[src/design/diagonal_sobel_edge_filter_defines.svh]
// Assertion macros shared by the diagonal Sobel edge filter.
`ifndef DIAGONAL_SOBEL_EDGE_FILTER_DEFINES_SVH
`define DIAGONAL_SOBEL_EDGE_FILTER_DEFINES_SVH

// Same-cycle implication, checked out of reset.
`define DSEF_ASSERT_NOW(lbl, clk, rstn, ante, cons, msg) \
    lbl: assert property (@(posedge clk) disable iff (!rstn) (ante) |-> (cons)) \
        else $error(msg);

// Next-cycle implication, checked out of reset.
`define DSEF_ASSERT_NEXT(lbl, clk, rstn, ante, cons, msg) \
    lbl: assert property (@(posedge clk) disable iff (!rstn) (ante) |=> (cons)) \
        else $error(msg);

`endif

[src/design/dsef_pkg.sv]
// Types and constants of the diagonal Sobel edge filter.
`timescale 1ns / 1ps
package dsef_pkg;

    localparam int PIX_W      = 8;
    localparam int WIDTH_CFG_W  = 11;
    localparam int HEIGHT_CFG_W = 12;
    localparam int ROW_W      = 13;
    localparam int SUM_W      = 12;
    localparam int ABS_W      = 10;
    localparam int KSUM_W     = 4;
    localparam int DIV_W      = 3;
    localparam int RECIP3     = 683;
    localparam int RECIP3_SH  = 11;

    localparam logic [WIDTH_CFG_W-1:0]  WIDTH_RESET  = 11'd640;
    localparam logic [HEIGHT_CFG_W-1:0] HEIGHT_RESET = 12'd480;

    localparam logic CFG_IDX_WIDTH  = 1'b0;
    localparam logic CFG_IDX_HEIGHT = 1'b1;

    typedef logic signed [2:0] coef_t;

    // Row-major, row 0 = line above, column 0 = left.
    localparam coef_t K45 [9]  = '{3'sd0, -3'sd1, -3'sd2,
                                   3'sd1, 3'sd0, -3'sd1,
                                   3'sd2, 3'sd1, 3'sd0};
    localparam coef_t K135 [9] = '{-3'sd2, -3'sd1, 3'sd0,
                                   -3'sd1, 3'sd0, 3'sd1,
                                   3'sd0, 3'sd1, 3'sd2};

    typedef struct packed {
        logic take;
        logic shift;
        logic calc;
        logic load;
    } dsef_cmd_t;

    typedef struct packed {
        logic pixels_due;
        logic pad_item;
        logic emit;
        logic out_free;
    } dsef_status_t;

endpackage

[src/design/dsef_ctrl.sv]
// Sequencer of the edge filter: take, line-store update, sums, divide and output.
`timescale 1ns / 1ps
module dsef_ctrl
    import dsef_pkg::*;
(
    input  logic         aclk,
    input  logic         aresetn,
    input  logic         s_tvalid,
    output logic         s_tready,
    output dsef_cmd_t    cmd,
    input  dsef_status_t status
);
    typedef enum logic [1:0] {ST_IDLE, ST_READ, ST_CALC, ST_DIV} state_t;

    state_t state_reg, state_next;

    always_comb begin
        state_next = state_reg;
        cmd        = '0;
        s_tready   = 1'b0;
        case (state_reg)
            ST_IDLE: begin
                s_tready = 1'b1;
                // drop a pad while pixels are still due
                if (s_tvalid && !(status.pixels_due && status.pad_item)) begin
                    cmd.take   = 1'b1;
                    state_next = ST_READ;
                end
            end
            ST_READ: begin
                cmd.shift  = 1'b1;
                state_next = ST_CALC;
            end
            ST_CALC: begin
                cmd.calc   = 1'b1;
                state_next = ST_DIV;
            end
            ST_DIV: begin
                if (!status.emit) begin
                    state_next = ST_IDLE;
                end else if (status.out_free) begin
                    cmd.load   = 1'b1;
                    state_next = ST_IDLE;
                end
            end
            default: state_next = ST_IDLE;
        endcase
    end

    always_ff @(posedge aclk) begin
        if (!aresetn) begin
            state_reg <= ST_IDLE;
        end else begin
            state_reg <= state_next;
        end
    end
endmodule

[config.mk]
export PLATFORM = sky130hd
export DESIGN_NAME = dsef_ctrl
export DESIGN_NICKNAME = d
export VERILOG_FILES = /design/src/design/diagonal_sobel_edge_filter_defines.svh /design/src/design/dsef_pkg.sv /design/src/design/dsef_ctrl.sv
export SDC_FILE = /design/constraint.sdc
export NUM_CORES = 1
export LEC_CHECK = 0
export BUFFER_PORTS_ARGS = -buffer_cell sky130_fd_sc_hd__buf_2
export CAP_MARGIN = 10
export CORE_AREA = 3 3 40 42
export DETAILED_ROUTE_END_ITERATION = 12
export DIE_AREA = 0 0 43 45
export GPL_TIMING_DRIVEN = 0
export MAX_ROUTING_LAYER = met4
export PLACE_DENSITY = 0.41
export RECOVER_POWER = 50
export REMOVE_ABC_BUFFERS = 1
export SLEW_MARGIN = 20
export SYNTH_ARGS = -nofsm -noshare
export SYNTH_HDL_FRONTEND = slang
export SYNTH_SLANG_ARGS = --single-unit
[constraint.sdc]
create_clock -name aclk -period 1.3 [get_ports aclk]
set_input_delay 0.195 -clock aclk [delete_from_list [all_inputs] [get_ports aclk]]
set_output_delay 0.195 -clock aclk [all_outputs]
set_load 0.05 [all_outputs]
==> flow_summary_export.csv <==
group,metric,value,unit
route,drt_pre_antenna_iters,3,
yosys,synthTopCellsByCount,"ha_1, nand2_1, inv_1",
clocking,clk_pin_slew_worst_paths,30,ps
cells_and_area,stdcell_count,53,
power,power_density,2450,mW/mm2
floorplanning,start_util,14.9,%
power,pwr-share-comb,69.6,%
worst_hold_path,holdCritPathClass,"in -> reg",
critical_path,r2r_slack,210,ps
route,final_antenna_net_count,0,
clocking,cts_tree,"built",
sta,hold_viol,0,
cells_and_area,drive_gt1_share,71.1,%
global_routing,grt_pass1_vias,226,
yosys,ys.flop_type,"dfxtp_1",
yosys,syn_inst,21,
critical_path,critPathRequiredTime,1110,ps
critical_path,cp-endpoint,"cmd[0]",
route,finalWirelength,472,um
job,maxCapViolCount,0,
placed_design,place_area,265,um2
sta,setup_viol,0,
critical_path,crit_path_start,"state_reg[0]",
critical_path,path_class,"reg -> out",
cells_and_area,antenna-diode-count,0,
sta,fin_crit,1270,ps
placed_design,place_ws,43.9,ps
clocking,clk_latency,220,ps
sta,worst_pin_slew,255,ps
route,drt-initial-drc-count,2,
placed_design,dp_hpwl,342,um
global_routing,grtUsageTotal,7.02,%
placed_design,gp_congestion,0.686,
critical_path,worstPathArrival,1070,ps
yosys,yosys.cell_types.count,10,
global_routing,grt_pass1_wl,924,um
yosys,ys_ff_latch,2,
sta,fin_skew,1.12,ps
yosys,synthTopCellsByArea,"ha_1, dfxtp_1, mux2i_1, nand2_1, o22ai_2",
critical_path,cpPeakStageDelay,350,ps
yosys,syn_area_per_cell,9.12,um2
yosys,syn-cell-area,191,um2
cells_and_area,finalNetCount,52,
clocking,cts_buffer_depth,2,
placed_design,port_buffers,11,
yosys,yosys.area.top_type,"ha_1",
route,wire_per_inst,8.91,um
global_routing,grt_overflow,0,
floorplanning,die_x,43,um
yosys,synth_top_area_share,32.7,%
floorplanning,core,0.00128,mm2
cells_and_area,syn2layout_area_growth,88.9,%
critical_path,end_kind,"output port",
power,ir_worst_vdd,0.925,mV
global_routing,grt_start_max_net_pins,5,
yosys,synth_enable_flop_cells,0,
floorplanning,die_area,0.00194,mm2
sta,setup_ws,31.6,ps
clocking,cts.htree.levels,1,
sta,fin_tns_setup,0,ps
power,p_int,444,uW
power,total_power,884,uW
cells_and_area,fin_area,362,um2
outcome,status,"completed",
sta,rsz0062_at_grt,"yes",
route,vias,198,
critical_path,path_cells,"ha_2, and3_4, buf_8",
power,p_clk_share,15.3,%
critical_path,slowest_stage,"dfxtp_4",
global_routing,antenna_found_initial,0,
sta,relSlewSlack,83.1,%
critical_path,startpoint_type,"flip-flop",
power,pwr-share-seq,15.0,%
cells_and_area,largest_register_ffs,2,
critical_path,r2r_end,"state_reg[0]",
critical_path,reg2reg_depth,5,
sta,period_share,97.6,%
floorplanning,die_h,45,um
power,power_switching,440,uW
clocking,cts_made_buffers,3,
floorplanning,num_rows,13,
power,leakagePower,0.000176,uW
floorplanning,io-pin-count,12,
critical_path,reg2reg_from,"state_reg[0]",
clocking,clkSinkCount,2,
critical_path,path_max_fanout,4,
yosys,synth.most_common_cell,"ha_1",
sta,max_freq,788,MHz
yosys,ys_async_sr_fraction,0,%
yosys,yosys_warnings,0,
placed_design,placedCellCount,47,
yosys,yosysSeqAreaShare,20.9,%
sta,slew_viol_final,0,
route,routed_via_density,3.74,
power,switching_share,49.8,%
clocking,cts_root_buf,"clkbuf_4",
route,drc,0,
-- layout make-up --
class	instances	area, um2
fill	138	923
multi-input combinational	16	161
timing repair buffer	14	103
sequential	2	45.0
clock buffer	3	22.5
tap	15	18.8
inverter	3	11.3
-- per-stage QoR --
| step | hold WS [ps] | utilization [%] |
|---|---|---|
| 3_3_place_gp | 498 | 20.6 |
| 6_report | 260 | 28.1 |
| 3_5_place_dp | 502 | 20.6 |
| 5_1_grt | 289 | 28.1 |
| 4_1_cts | 253 | 27.1 |
| 2_1_floorplan | 341 | - |
-- placed cells by master, fill, tap and decap left out, drive strengths merged --
cell	n
and2	1
mux2i	2
a21boi	1
and3	1
ha	5
buf	14
nand2	4
o22ai	1
inv	3
dfxtp	2
clkbuf	3
o21ai	1
-- power groups by stage --
| stage | Clock [uW] | Sequential (uW) | Combinational, uW |
|---|---|---|---|
| after floorplan | 0 | 113 | 399 |
| after global placement | 0 | 123 | 471 |
| after detailed placement | 0 | 122 | 469 |
| after CTS | 147 | 126 | 597 |
| after global routing | 151 | 139 | 681 |
| final | 136 | 133 | 616 |
-- timing repair --
action,4_1_cts,5_1_grt
setup buffers,3,0
endpoints found under the hold margin,0,0
setup endpoints to repair,4,4
hold buffers,0,0
gates resized for setup,13,7
-- worst max-delay path: cells and delay by family, from the launching register on --
kind                       cells  cell delay [ps]
DFF                            1              350
buffers and inverters          1              140
and+or+nand+nor                1              190
adders and majority gates      1              170
-- layer usage --
layer  vias to the layer above  track usage (%)  wire length, um
li1                        105                -                -
met1                        81             6.71              214
met2                        12             10.2              190
met3                         0             3.19               68
met4                         0             7.23                0
met5                         -                -                0
-- logic make-up after synthesis --
| kind of cell | after synthesis | share of synthesized area [%] |
|---|---|---|
| adders and majority gates | 5 | 32.7 |
| DFF | 2 | 20.9 |
| muxes | 2 | 10.5 |
| AOI/OAI and AO/OA | 3 | 15.0 |
| and+or+nand+nor | 6 | 15.0 |
| buffers and inverters | 3 | 5.88 |
-- worst min-delay path by stage --
stage	start	to	slack [ps]	cells after the start
2_1_floorplan	aresetn	state_reg[1]	340	2
3_3_place_gp	aresetn	state_reg[0]	500	3
3_5_place_dp	aresetn	state_reg[0]	500	3
4_1_cts	aresetn	state_reg[0]	250	3
5_1_grt	aresetn	state_reg[1]	290	3
6_report	aresetn	state_reg[0]	260	3
Note: power is estimated with default switching activity, not from simulation.
